$ cat src/rtl/core/lerf_pkg.sv
// ----------------------------------------------------------------------------
// lerf_pkg
// shared types and constants for the line edit receive fifo
// ----------------------------------------------------------------------------
`default_nettype none

package lerf_pkg;

  // default ring depth, legal range 2..256
  localparam int unsigned BufferDepthDefault = 32;

  // character width
  localparam int unsigned CharW = 8;

  // operation codes of the input transfer
  typedef enum logic [1:0] {
    OpReceive = 2'd0,
    OpPop     = 2'd1,
    OpClear   = 2'd2,
    OpSetEcho = 2'd3
  } op_e;

  // control characters
  localparam logic [CharW-1:0] ChNul = 8'd0;
  localparam logic [CharW-1:0] ChBel = 8'd7;
  localparam logic [CharW-1:0] ChBs  = 8'd8;
  localparam logic [CharW-1:0] ChLf  = 8'd10;
  localparam logic [CharW-1:0] ChCr  = 8'd13;
  localparam logic [CharW-1:0] ChDel = 8'd127;
  localparam logic [CharW-1:0] ChPrintLo = 8'd32;
  localparam logic [CharW-1:0] ChPrintHi = 8'd126;

endpackage

`default_nettype wire

$ cat src/rtl/core/line_edit_receive_fifo_unit.sv
// ----------------------------------------------------------------------------
// line_edit_receive_fifo_unit
// terminal receive front end with line editing, echo decision and a
// character ring kept in a synchronous memory
// ----------------------------------------------------------------------------
//
//  channel | valid      | stall       | payload
//  --------+------------+-------------+--------------------------------------
//  input   | in_valid_i | in_stall_o  | operation_i rx_byte_i tx_ready_i
//          |            |             | echo_value_i
//  output  | out_valid_o| out_stall_i | echo_valid_o echo_byte_o
//          |            |             | popped_byte_o pop_empty_o line_ready_o
//          |            |             | echo_enabled_o buffer_full_o
//
//  receive, clear, set echo and a pop on an empty ring load their result
//  straight into the output register; a pop that returns a character first
//  reads the registered memory port, and the next transfer waits for it
//  a new input transfer is taken in the cycle the old result leaves, so a
//  free output with no pop read pending gives one item a cycle
//  reset clears pointers and flags only, the character memory is not swept
//  a stall on the output holds the result and stalls the input side
//
`default_nettype none

module line_edit_receive_fifo_unit #(
  parameter int unsigned BufferDepth = lerf_pkg::BufferDepthDefault
) (
  input  wire logic                       clk_i,
  input  wire logic                       rst_ni,
  // input channel
  input  wire logic                       in_valid_i,
  output logic                            in_stall_o,
  input  wire logic [1:0]                 operation_i,
  input  wire logic [lerf_pkg::CharW-1:0] rx_byte_i,
  input  wire logic                       tx_ready_i,
  input  wire logic                       echo_value_i,
  // output channel
  output logic                            out_valid_o,
  input  wire logic                       out_stall_i,
  output logic                            echo_valid_o,
  output logic      [lerf_pkg::CharW-1:0] echo_byte_o,
  output logic      [lerf_pkg::CharW-1:0] popped_byte_o,
  output logic                            pop_empty_o,
  output logic                            line_ready_o,
  output logic                            echo_enabled_o,
  output logic                            buffer_full_o
);

  localparam int unsigned AW = $clog2(BufferDepth);
  localparam logic [AW-1:0] LastIdx = AW'(BufferDepth - 1);

  // ring pointer step with wrap at any depth
  function automatic logic [AW-1:0] ring_next(input logic [AW-1:0] idx);
    return (idx == LastIdx) ? '0 : idx + AW'(1);
  endfunction

  function automatic logic [AW-1:0] ring_prev(input logic [AW-1:0] idx);
    return (idx == '0) ? LastIdx : idx - AW'(1);
  endfunction

  // --------------------------------------------------------------------------
  // architectural state
  // --------------------------------------------------------------------------
  logic [AW-1:0]              head_q, head_d;
  logic [AW-1:0]              tail_q, tail_d;
  logic                       full_q, full_d;
  logic                       bs_blocked_q, bs_blocked_d;
  logic                       echo_on_q, echo_on_d;
  logic                       line_done_q, line_done_d;
  logic [lerf_pkg::CharW-1:0] prev_byte_q, prev_byte_d;

  // read of the ring is in flight, result waits for memory data
  logic rd_pend_q, rd_pend_d;

  // output register
  logic                       out_valid_q, out_valid_d;
  logic                       res_echo_valid_q, res_echo_valid_d;
  logic [lerf_pkg::CharW-1:0] res_echo_byte_q, res_echo_byte_d;
  logic [lerf_pkg::CharW-1:0] res_popped_q, res_popped_d;
  logic                       res_pop_empty_q, res_pop_empty_d;
  logic                       res_line_q, res_line_d;
  logic                       res_echo_en_q, res_echo_en_d;
  logic                       res_full_q, res_full_d;

  // memory ports
  logic                       wr_en;
  logic [lerf_pkg::CharW-1:0] rd_data;
  logic                       rd_en;

  logic out_blocked;
  logic in_xfer;
  logic out_load;

  // output register cannot take a new result while the old one is stalled
  assign out_blocked = out_valid_q & out_stall_i;
  assign in_stall_o  = rd_pend_q | out_blocked;
  assign in_xfer     = in_valid_i & ~in_stall_o;

  // --------------------------------------------------------------------------
  // step logic: next state and result of the accepted transfer
  // --------------------------------------------------------------------------
  logic                       is_bs;
  logic                       is_echoable;
  logic                       full_tmp;
  logic                       echo_hit;
  logic [lerf_pkg::CharW-1:0] echo_chr;
  logic                       pop_empty;

  assign is_bs = (rx_byte_i == lerf_pkg::ChBs) || (rx_byte_i == lerf_pkg::ChDel);
  assign is_echoable = ((rx_byte_i >= lerf_pkg::ChPrintLo) && (rx_byte_i <= lerf_pkg::ChPrintHi))
                    || (rx_byte_i == lerf_pkg::ChBel) || (rx_byte_i == lerf_pkg::ChCr)
                    || (rx_byte_i == lerf_pkg::ChLf);

  always_comb begin
    head_d       = head_q;
    tail_d       = tail_q;
    full_d       = full_q;
    bs_blocked_d = bs_blocked_q;
    echo_on_d    = echo_on_q;
    line_done_d  = line_done_q;
    prev_byte_d  = prev_byte_q;
    wr_en        = 1'b0;
    rd_en        = 1'b0;
    full_tmp     = full_q;
    echo_hit     = 1'b0;
    echo_chr     = '0;
    pop_empty    = 1'b0;

    unique case (lerf_pkg::op_e'(operation_i))
      lerf_pkg::OpReceive: begin
        if (rx_byte_i == lerf_pkg::ChNul) begin
          // nul toggles echo, nothing stored
          echo_on_d = ~echo_on_q;
        end else if ((rx_byte_i == lerf_pkg::ChLf) && (prev_byte_q == lerf_pkg::ChCr)) begin
          // lf right after cr is swallowed
        end else begin
          if ((rx_byte_i == lerf_pkg::ChCr) || (rx_byte_i == lerf_pkg::ChLf)) begin
            line_done_d = 1'b1;
          end
          if (is_bs) begin
            // delete newest entry
            if (head_q != tail_q) begin
              head_d = ring_prev(head_q);
              full_d = 1'b0;
            end
          end else begin
            if (full_q && (ring_next(head_q) != tail_q)) begin
              full_tmp = 1'b0;
            end
            full_d = full_tmp;
            if (!full_tmp) begin
              // last free slot is written but head holds
              wr_en = 1'b1;
              if (ring_next(head_q) == tail_q) begin
                full_d = 1'b1;
              end else begin
                head_d = ring_next(head_q);
              end
            end
          end
        end
        // echo decision on the updated state
        if (echo_on_d && tx_ready_i) begin
          if (is_echoable) begin
            echo_hit     = 1'b1;
            echo_chr     = full_d ? lerf_pkg::ChBel : rx_byte_i;
            bs_blocked_d = 1'b0;
          end else if (is_bs) begin
            echo_hit = 1'b1;
            if (head_d == tail_q) begin
              // guard repeated backspace on an empty line
              if (!bs_blocked_q) begin
                bs_blocked_d = 1'b1;
                echo_chr     = rx_byte_i;
              end else begin
                echo_chr = lerf_pkg::ChBel;
              end
            end else begin
              echo_chr = rx_byte_i;
            end
          end
        end
        prev_byte_d = rx_byte_i;
      end
      lerf_pkg::OpPop: begin
        if (head_q == tail_q) begin
          pop_empty = 1'b1;
        end else begin
          rd_en  = 1'b1;
          tail_d = ring_next(tail_q);
        end
      end
      lerf_pkg::OpClear: begin
        head_d       = '0;
        tail_d       = '0;
        full_d       = 1'b0;
        line_done_d  = 1'b0;
        bs_blocked_d = 1'b1;
      end
      lerf_pkg::OpSetEcho: begin
        echo_on_d = echo_value_i;
      end
      default: begin
      end
    endcase
  end

  // --------------------------------------------------------------------------
  // result staging
  // --------------------------------------------------------------------------
  always_comb begin
    rd_pend_d        = rd_pend_q;
    out_valid_d      = out_valid_q & out_stall_i;
    out_load         = 1'b0;
    res_echo_valid_d = res_echo_valid_q;
    res_echo_byte_d  = res_echo_byte_q;
    res_popped_d     = res_popped_q;
    res_pop_empty_d  = res_pop_empty_q;
    res_line_d       = res_line_q;
    res_echo_en_d    = res_echo_en_q;
    res_full_d       = res_full_q;

    if (rd_pend_q && !out_blocked) begin
      // memory data for the pop is here
      out_load         = 1'b1;
      rd_pend_d        = 1'b0;
      res_echo_valid_d = 1'b0;
      res_echo_byte_d  = '0;
      res_popped_d     = rd_data;
      res_pop_empty_d  = 1'b0;
      res_line_d       = line_done_q;
      res_echo_en_d    = echo_on_q;
      res_full_d       = full_q;
    end else if (in_xfer && rd_en) begin
      rd_pend_d = 1'b1;
    end else if (in_xfer) begin
      out_load         = 1'b1;
      res_echo_valid_d = echo_hit;
      res_echo_byte_d  = echo_chr;
      res_popped_d     = '0;
      res_pop_empty_d  = pop_empty;
      res_line_d       = line_done_d;
      res_echo_en_d    = echo_on_d;
      res_full_d       = full_d;
    end

    if (out_load) begin
      out_valid_d = 1'b1;
    end
  end

  // --------------------------------------------------------------------------
  // registers
  // --------------------------------------------------------------------------
  always_ff @(posedge clk_i or negedge rst_ni) begin
    if (!rst_ni) begin
      head_q       <= '0;
      tail_q       <= '0;
      full_q       <= 1'b0;
      bs_blocked_q <= 1'b0;
      echo_on_q    <= 1'b1;
      line_done_q  <= 1'b0;
      prev_byte_q  <= '0;
      rd_pend_q    <= 1'b0;
      out_valid_q  <= 1'b0;
    end else begin
      if (in_xfer) begin
        head_q       <= head_d;
        tail_q       <= tail_d;
        full_q       <= full_d;
        bs_blocked_q <= bs_blocked_d;
        echo_on_q    <= echo_on_d;
        line_done_q  <= line_done_d;
        prev_byte_q  <= prev_byte_d;
      end
      rd_pend_q   <= rd_pend_d;
      out_valid_q <= out_valid_d;
    end
  end

  // result payload, no reset needed
  always_ff @(posedge clk_i) begin
    res_echo_valid_q <= res_echo_valid_d;
    res_echo_byte_q  <= res_echo_byte_d;
    res_popped_q     <= res_popped_d;
    res_pop_empty_q  <= res_pop_empty_d;
    res_line_q       <= res_line_d;
    res_echo_en_q    <= res_echo_en_d;
    res_full_q       <= res_full_d;
  end

  // --------------------------------------------------------------------------
  // character memory
  // --------------------------------------------------------------------------
  lerf_char_ram #(
    .Depth (BufferDepth)
  ) u_char_ram (
    .clk_i     (clk_i),
    .wr_en_i   (in_xfer & wr_en),
    .wr_addr_i (head_q),
    .wr_data_i (rx_byte_i),
    .rd_en_i   (in_xfer & rd_en),
    .rd_addr_i (tail_q),
    .rd_data_o (rd_data)
  );

  assign out_valid_o    = out_valid_q;
  assign echo_valid_o   = res_echo_valid_q;
  assign echo_byte_o    = res_echo_byte_q;
  assign popped_byte_o  = res_popped_q;
  assign pop_empty_o    = res_pop_empty_q;
  assign line_ready_o   = res_line_q;
  assign echo_enabled_o = res_echo_en_q;
  assign buffer_full_o  = res_full_q;

  // --------------------------------------------------------------------------
  // assertions
  // --------------------------------------------------------------------------
  // no input transfer is taken while a pop read is in flight
  a_pend_stalls: assert property (@(posedge clk_i) disable iff (!rst_ni)
    rd_pend_q |-> in_stall_o)
    else $error("input not stalled during pending pop");

  // pending pop read lands in the output register as soon as it is free
  a_pop_completes: assert property (@(posedge clk_i) disable iff (!rst_ni)
    (rd_pend_q && !out_blocked) |=> (!rd_pend_q && out_valid_q))
    else $error("pending pop did not complete");

  // a result without echo carries a zero echo byte
  a_echo_zero: assert property (@(posedge clk_i) disable iff (!rst_ni)
    (out_valid_q && !res_echo_valid_q) |-> (res_echo_byte_q == '0))
    else $error("echo byte nonzero without echo");

  // an empty pop returns zero
  a_pop_empty_zero: assert property (@(posedge clk_i) disable iff (!rst_ni)
    (out_valid_q && res_pop_empty_q) |-> (res_popped_q == '0))
    else $error("empty pop returned data");

endmodule

`default_nettype wire

$ cat src/rtl/core/lerf_char_ram.sv
// ----------------------------------------------------------------------------
// lerf_char_ram
// character store, one write port and one registered read port
// ----------------------------------------------------------------------------
`default_nettype none

module lerf_char_ram #(
  parameter int unsigned Depth = lerf_pkg::BufferDepthDefault
) (
  input  wire logic                       clk_i,
  input  wire logic                       wr_en_i,
  input  wire logic [$clog2(Depth)-1:0]   wr_addr_i,
  input  wire logic [lerf_pkg::CharW-1:0] wr_data_i,
  input  wire logic                       rd_en_i,
  input  wire logic [$clog2(Depth)-1:0]   rd_addr_i,
  output logic      [lerf_pkg::CharW-1:0] rd_data_o
);

  logic [lerf_pkg::CharW-1:0] mem [Depth];

  always_ff @(posedge clk_i) begin
    if (wr_en_i) begin
      mem[wr_addr_i] <= wr_data_i;
    end
  end

  always_ff @(posedge clk_i) begin
    if (rd_en_i) begin
      rd_data_o <= mem[rd_addr_i];
    end
  end

endmodule

`default_nettype wire

$ cat config.mk
export PLATFORM = sky130hd
export DESIGN_NAME = line_edit_receive_fifo_unit
export DESIGN_NICKNAME = d
export VERILOG_FILES = /design/src/rtl/core/lerf_pkg.sv /design/src/rtl/core/line_edit_receive_fifo_unit.sv /design/src/rtl/core/lerf_char_ram.sv
export SDC_FILE = /design/constraint.sdc
export NUM_CORES = 1
export LEC_CHECK = 0
export BUFFER_PORTS_ARGS = -buffer_cell sky130_fd_sc_hd__buf_2
export CORE_ASPECT_RATIO = 0.75
export CORE_MARGIN = 2
export CORE_UTILIZATION = 30
export DETAILED_ROUTE_END_ITERATION = 12
export PLACE_DENSITY_LB_ADDON = 0.2
export SLEW_MARGIN = 0
export SYNTH_ARGS = -nofsm -noshare
export SYNTH_HDL_FRONTEND = slang
export SYNTH_SLANG_ARGS = --single-unit
$ cat constraint.sdc
create_clock -name clk_i -period 4.3 [get_ports clk_i]
set_input_delay 0.86 -clock clk_i [delete_from_list [all_inputs] [get_ports clk_i]]
set_output_delay 0.86 -clock clk_i [all_outputs]
set_load 0.01 [all_outputs]
==> run metrics, run 1 <==
Final period util=85.0%; dpl ws=0.507 ns; Rel. slew slack=33.4%; number of I/O pins=39; gp weighted congestion=0.877; critical path required time=4.58 ns; Post-Route WL=32,600 um; Power Total=0.00901 W; Nets=868; Synth async-reset ratio=7.77%; WP data arrival=3.93 ns; first-pass GRT wire length=48,200 um; syn nets=777; sequential fraction of the synthesis area=69.1%; DR iter-0 viols=608; clk slew on worst S/H paths=0.06 ns; CTS Hold Bufs=0; largest net degree at the start of global routing=41; HPWL Detailed=21,700 um; overall die area=45,400 sq um; R2R Setup Slk=0.64 ns; post-synthesis cell type count=73; total global routing overflow=0; LEAKAGE=5.04 nW; most frequent cell after synthesis=edfxtp_1; # rows=66; Initial Utilization=30.3%; initial antenna violation count=3; die outline width=245 um; post-DR wirelength/cell=22.6 um; PwrDens=590 nW/um^2; final setup TNS=0 ns; share of the synthesized area in the top cell type=62.9%; Syn. warnings=0; number of routed nets with antenna violations=0; Final Hold Slack=0.311 ns; Post-synth EDFFs=275; CP Cell Sequence=ha_1 -> and3_1 -> ha_1 -> nor2b_1 -> mux2i_4 -> xnor2_1 -> nor2_1 -> a2111oi_2 -> buf_4 -> nand2_1 -> nor2_1 -> buf_4; fmax=273 MHz; Residual DRC=0; layout cell share with drive strength beyond 1=29.4%; syn avg cell area=17.5 sq um; Worst Skew=0.0247 ns; Worst Path Buf+Inv=2; CP max stage delay=0.44 ns; area of the mapped netlist=13,100 sq um; crit end category=flop; max-cap viol count=0; vias in the first global route=7,003; Port-buffer cells=38; Num CTS Buffers=30; RSZ-0062 raised after global routing=no; Post-CTS Setup Repair Bufs=0; chip height=185 um; Worst-Margin Slew=0.999 ns; Top Family by Delay on Critical Path=simple AND/OR/NAND/NOR gates; Peak VDD IR=0.310 mV; Clk Latency, worst-skew pair=0.58 ns; CTS Buffer Depth=3; min-delay worst type=input pin to asynchronous set/reset pin; run status=completed; Synth area leader=edfxtp_1; Sink Count=309; Core Footprint=43,300 sq um; CTS tree=built; Post-CTS Resized=0; Crit Path Max Fanout=8; Fin. Hold Viols=0; Vias=7,190; Commonest cells post-synth=275 x edfxtp_1, 80 x mux4_2, 57 x nor2_1; Slowest-stage cell, CP=xnor2_1; final core utilization=35.3%; crit path launch type=flop; setup ws final=0.644 ns; total global routing track utilization=14.5%; Max Slew Vio Count=0; final setup vio count=0; Synth Instances=748; H-tree Lvls=1; Crit Path Class=flop to flop; area delta synth->final=16.5%; Yosys reg bits=309; number of vias per cell=4.98; drt first pass iters=5; ys flop type=edfxtp_1; top post-synthesis cells by area=edfxtp_1 63%, mux4_2 14%, dfrtp_1 4.4%; CTS Root Buffer Type=clkbuf_16; Tmin final=3.66 ns
## layout by cell type, fill, tap and decap left out, types with 3 or more instances in the layout
cell type / Yosys / routed
and3_1: 12 / 12
o31ai_1: 5 / 5
a211oi_1: 4 / 4
and2_1: 4 / 4
nand2_1: 40 / 40
a21o_1: 3 / 3
nor3_1: 6 / 6
nor2b_1: 3 / 3
o21ai_0: 25 / 25
clkinv_2: 0 / 6
edfxtp_1: 275 / 275
mux4_2: 80 / 80
xnor2_1: 9 / 9
a21oi_1: 19 / 19
ha_1: 13 / 13
or2_2: 4 / 4
or3_1: 5 / 5
a32o_1: 3 / 3
o2111ai_1: 3 / 3
buf_4: 2 / 61
mux2_2: 16 / 16
bufinv_16: 0 / 3
dfrtp_1: 23 / 21
inv_1: 9 / 9
buf_2: 10 / 38
nand2b_1: 4 / 4
clkinv_1: 0 / 5
clkbuf_16: 0 / 31
clkbuf_1: 20 / 10
a221o_1: 3 / 3
a31oi_1: 3 / 3
dfxtp_1: 10 / 10
nand3_1: 11 / 11
xor2_1: 4 / 4
nand4_1: 3 / 3
nor2_1: 57 / 57
a32oi_1: 3 / 3
## cell families after synthesis
group	synth area share, %
xor gates and xnor gates	0.992
AOI/OAI and AO/OA	5.08
buffers and inverters	1.61
adders and majority gates	1.24
DFF	69.1
muxes	15.3
and+or+nand+nor	6.74
## final timing paths
kind	endpoint	from	cells after the start
setup / recovery	u_char_ram.mem[16][4]	head_q[0]	12
hold / removal	line_done_q	rst_ni	1
setup reg to reg	u_char_ram.mem[16][4]	head_q[0]	12
hold reg to reg	echo_valid_o	echo_valid_o	2
max in group asynchronous	tail_q[1]	rst_ni	1
min in group clk_i	echo_valid_o	echo_valid_o	2
## per-stage QoR
step	cells	area (sq um)
6_report	1443	15300
5_1_grt	1441	15300
4_1_cts	1441	15300
3_5_place_dp	1385	14300
3_3_place_gp	1385	14300
2_1_floorplan	748	13100
## cell type report
type	instances	area, sq um
antenna	2	5.00
clock buffer	41	813
clock inverter	15	146
fill	4125	28000
inverter	9	33.8
multi-input combinational	390	3850
sequential	309	9070
tap	578	723
timing repair buffer	99	648
## report_power, final
| group | leakage [nW] | internal (W) | switching, W | total, W |
|---|---|---|---|---|
| clock network | 0.468 | 0.00150 | 0.00113 | 0.00262 |
| logic | 1.71 | 0.00117 | 0.00157 | 0.00275 |
| registers | 2.86 | 0.00348 | 0.000163 | 0.00364 |
| total | 5.04 | 0.00615 | 0.00286 | 0.00901 |
## flip-flops by register name (all words and copies together), names as in the netlist
name                  flops
echo_on_q                 1
tail_q                    5
echo_enabled_o            1
head_q                    5
bs_blocked_q              1
prev_byte_q               8
line_ready_o              1
rd_pend_q                 1
full_q                    1
popped_byte_o             8
pop_empty_o               1
u_char_ram.mem          256
echo_valid_o              1
u_char_ram.rd_data_o      8
buffer_full_o             1
echo_byte_o               8
out_valid_o               1
line_done_q               1
## layer usage
| layer | wire length, um | vias up | global-route usage (%) |
|---|---|---|---|
| met2 | 13500 | 178 | 20.1 |
| met3 | 1750 | 45 | 2.48 |
| met4 | 559 | 0 | 2.79 |
| met5 | 0 | - | 0 |
| met1 | 16800 | 3769 | 23.5 |
| li1 | - | 3198 | - |
(Power assumes the default switching activity.)
==> inputs of run 2 (changes only) <==
ABC_AREA = 1   (was unset)
==> run metrics, run 2 <==
syn avg cell area=11.4 sq um (-35%); area delta synth->final=13.6%; Port-buffer cells=38 (unchanged); Sink Count=309 (unchanged); vias in the first global route=9,058 (+29%); Nets=1,242 (+43%); post-synthesis cell type count=42 (-42%); post-synthesis adder-cell area fraction=1.21% (-0.026 points); Rel. slew slack=43.2% (+9.8 points); CTS Buffer Depth=3 (unchanged); reg2reg start=head_q[0]; Worst Skew=0.0157 ns (-0.00905 ns); PwrDens=622 nW/um^2 (+5.5%); CTS tree=built; Peak VDD IR=0.343 mV (+10%); CTS Root Buffer Type=clkbuf_16; Post-Synth Simple-Gate Area=15.7% (+9.0 points); clk slew on worst S/H paths=0.07 ns (about the same); layout cell share with drive strength beyond 1=13.4% (-16 points); LEAKAGE=5.30 nW (+5.2%); max FFs per register=256 (unchanged); min-delay worst type=input pin to asynchronous set/reset pin; Final period util=83.5% (-1.5 points); first-pass GRT wire length=59,100 um (+23%); complex-gate fraction of the synthesized area=11.5% (+6.5 points); most frequent cell after synthesis=edfxtp_1; Synth area leader=edfxtp_1; DR iter-0 viols=865 (+42%); largest net degree at the start of global routing=132 (+220%); Synth async-reset ratio=7.77% (unchanged); max-cap viol count=0 (unchanged); crit end category=flop; share of the synthesized area in the top cell type=61.6% (-1.3 points); total global routing track utilization=16.9% (+2.5 points); CTS Hold Bufs=0 (unchanged); Post-CTS Setup Repair Bufs=0 (unchanged); FILL cells=4,399 (+6.6%); total global routing overflow=0 (unchanged); Sw Share=38.9% (+7.2 points); critical path required time=4.50 ns (-0.08 ns); xor/xnor share of the synthesized area=0.131% (-0.86 points); register bank with the most flops=u_char_ram.mem; initial antenna violation count=2 (-1); sequential fraction of the synthesis area=67.6% (-1.5 points); Comb pwr share=35.8% (+5.3 points); die outline width=248 um (+1.1%); syn nets=1,203 (+55%); commonest non-fill, non-tap cell in the layout=edfxtp_1; P_int=0.00578 W (-5.9%); chip height=187 um (+1.1%); ys flop type=edfxtp_1; Sw Pwr=0.00369 W (+29%); top post-synthesis cells by area=edfxtp_1 62%, nor2_1 6.0%, o21ai_0 5.9%; Vias=9,206 (+28%); Core Footprint=44,300 sq um (+2.5%); Max Slew Vio Count=0 (unchanged); worst r2r dst=u_char_ram.mem[30][7]; Post-CTS Resized=0 (unchanged); dpl ws=0.585 ns (+0.0784 ns); run status=completed; Post-synth EDFFs=275 (unchanged); Commonest cells post-synth=275 x edfxtp_1, 213 x nor2_1, 159 x o21ai_0; number of routed nets with antenna violations=0 (unchanged); area of the mapped netlist=13,400 sq um (+2.2%); Power Total=0.00947 W (+5.1%); Yosys reg bits=309 (unchanged); fmax=278 MHz (+1.8%); final setup vio count=0 (unchanged); Clk network pwr share=26.1% (-3.0 points); Initial Utilization=30.2% (-0.094 points); Reg2Reg Depth=17 (+5); Post-Route WL=39,000 um (+19%); drt first pass iters=5 (unchanged); Syn. warnings=0 (unchanged); Crit Path Class=flop to flop; CP Capture Point=u_char_ram.mem[30][7]; number of vias per cell=5.05 (+1.3%); post-synthesis mux area share=0.252% (-15 points); RSZ-0062 raised after global routing=no; overall die area=46,400 sq um (+2.1%); HPWL Detailed=24,300 um (+12%); H-tree Lvls=1 (unchanged); Seq pwr share=38.1% (-2.3 points); Num CTS Buffers=30 (unchanged); post-DR wirelength/cell=21.4 um (-5.5%); commonest cells after routing, fill and taps aside=275 x edfxtp_1, 213 x nor2_1, 159 x o21ai_0; number of I/O pins=39 (unchanged); WP data arrival=3.79 ns (-0.14 ns); Worst-Margin Slew=0.849 ns (-0.150 ns); Synth Instances=1,174 (+57%); Residual DRC=0 (unchanged); DP Area=14,300 sq um (about the same); Crit Path Max Fanout=11 (+3); Fin. Hold Viols=0 (unchanged); gp weighted congestion=0.874 (-0.36%); R2R Setup Slk=0.71 ns (+0.06 ns); setup ws final=0.708 ns (+0.0649 ns); final setup TNS=0 ns (unchanged); Finished Cell Area=15,200 sq um (-0.34%); Tmin final=3.59 ns (-0.0649 ns); launch point of the worst path=head_q[0]; crit path launch type=flop; largest family of logic cells by synthesized area=simple AND/OR/NAND/NOR gates; # rows=67 (+1.5%); Clk Latency, worst-skew pair=0.57 ns (about the same)
## run 2: logic make-up after synthesis
| logic type | after synthesis |
|---|---|
| AND/OR/NAND/NOR | 469 |
| flip-flops | 309 |
| AO/OA/AOI/OAI | 258 |
| buffers and inverters | 120 |
| adder cells (fa/ha/maj) | 13 |
| multiplexers | 3 |
| XOR/XNOR | 2 |
## run 2: area by class of cell
class                      instances  area [sq um]  share of cell area, %
clock inverter                    12          68.8                  0.452
timing repair buffer              71           450                   2.96
sequential                       309          9060                   59.5
clock buffer                      44           833                   5.47
tap                              586           733                   4.81
antenna                            1          2.50                 0.0164
inverter                          56           211                   1.39
multi-input combinational        745          3870                   25.4
## run 2: how the worst min path moves through the flow
stage / start / endpoint / slack, ns
floorplan: echo_byte_o[7] / echo_byte_o[7] / 0.46
global placement: echo_byte_o[7] / echo_byte_o[7] / 0.42
detailed placement: echo_byte_o[7] / echo_byte_o[7] / 0.43
CTS: rst_ni / head_q[0] / 0.30
global route: rst_ni / head_q[0] / 0.33
finish: rst_ni / head_q[0] / 0.30
## run 2: stage by stage
step                hold WS [ns]  utilization (%)  cells
floorplan                  0.462                -   1174
global placement           0.425             32.3   1767
detailed placement         0.428             32.3   1767
CTS                        0.304             34.3   1823
global route               0.326             34.3   1823
finish                     0.300             34.4   1824
## run 2: critical path: stages (launching register included)
cell and delay, ns:
dfrtp_1 0.58, ha_1 0.23, nand2_1 0.05, nor2_1 0.10, ha_1 0.27, inv_1 0.06, nand2_1 0.04, nand2_1 0.08
nor2_2 0.04, nand2_1 0.09, nor2_4 0.07, nand3_4 0.09, inv_1 0.07, nand2_1 0.06, nand2_1 0.11, inv_1 0.14
nand2_1 0.35, nor2_1 0.76
## run 2: power by group through the flow
stage / sequential (W) / combinational, W / clock [W]
floorplan: 0.00366 / 0.00215 / 0
global route: 0.00363 / 0.00375 / 0.00265
finish: 0.00361 / 0.00339 / 0.00247
detailed placement: 0.00367 / 0.00339 / 0
CTS: 0.00361 / 0.00339 / 0.00253
global placement: 0.00367 / 0.00344 / 0
## run 2: routing by layer
metal,part of all wire [%],wire (um),up-vias,GRT usage [%]
met2,42,16400,262,24.1
met5,0.033,13,-,0
met4,1.7,665,2,3.27
li1,-,-,4318,-
met3,7.0,2750,45,3.92
met1,49,19100,4579,26.2
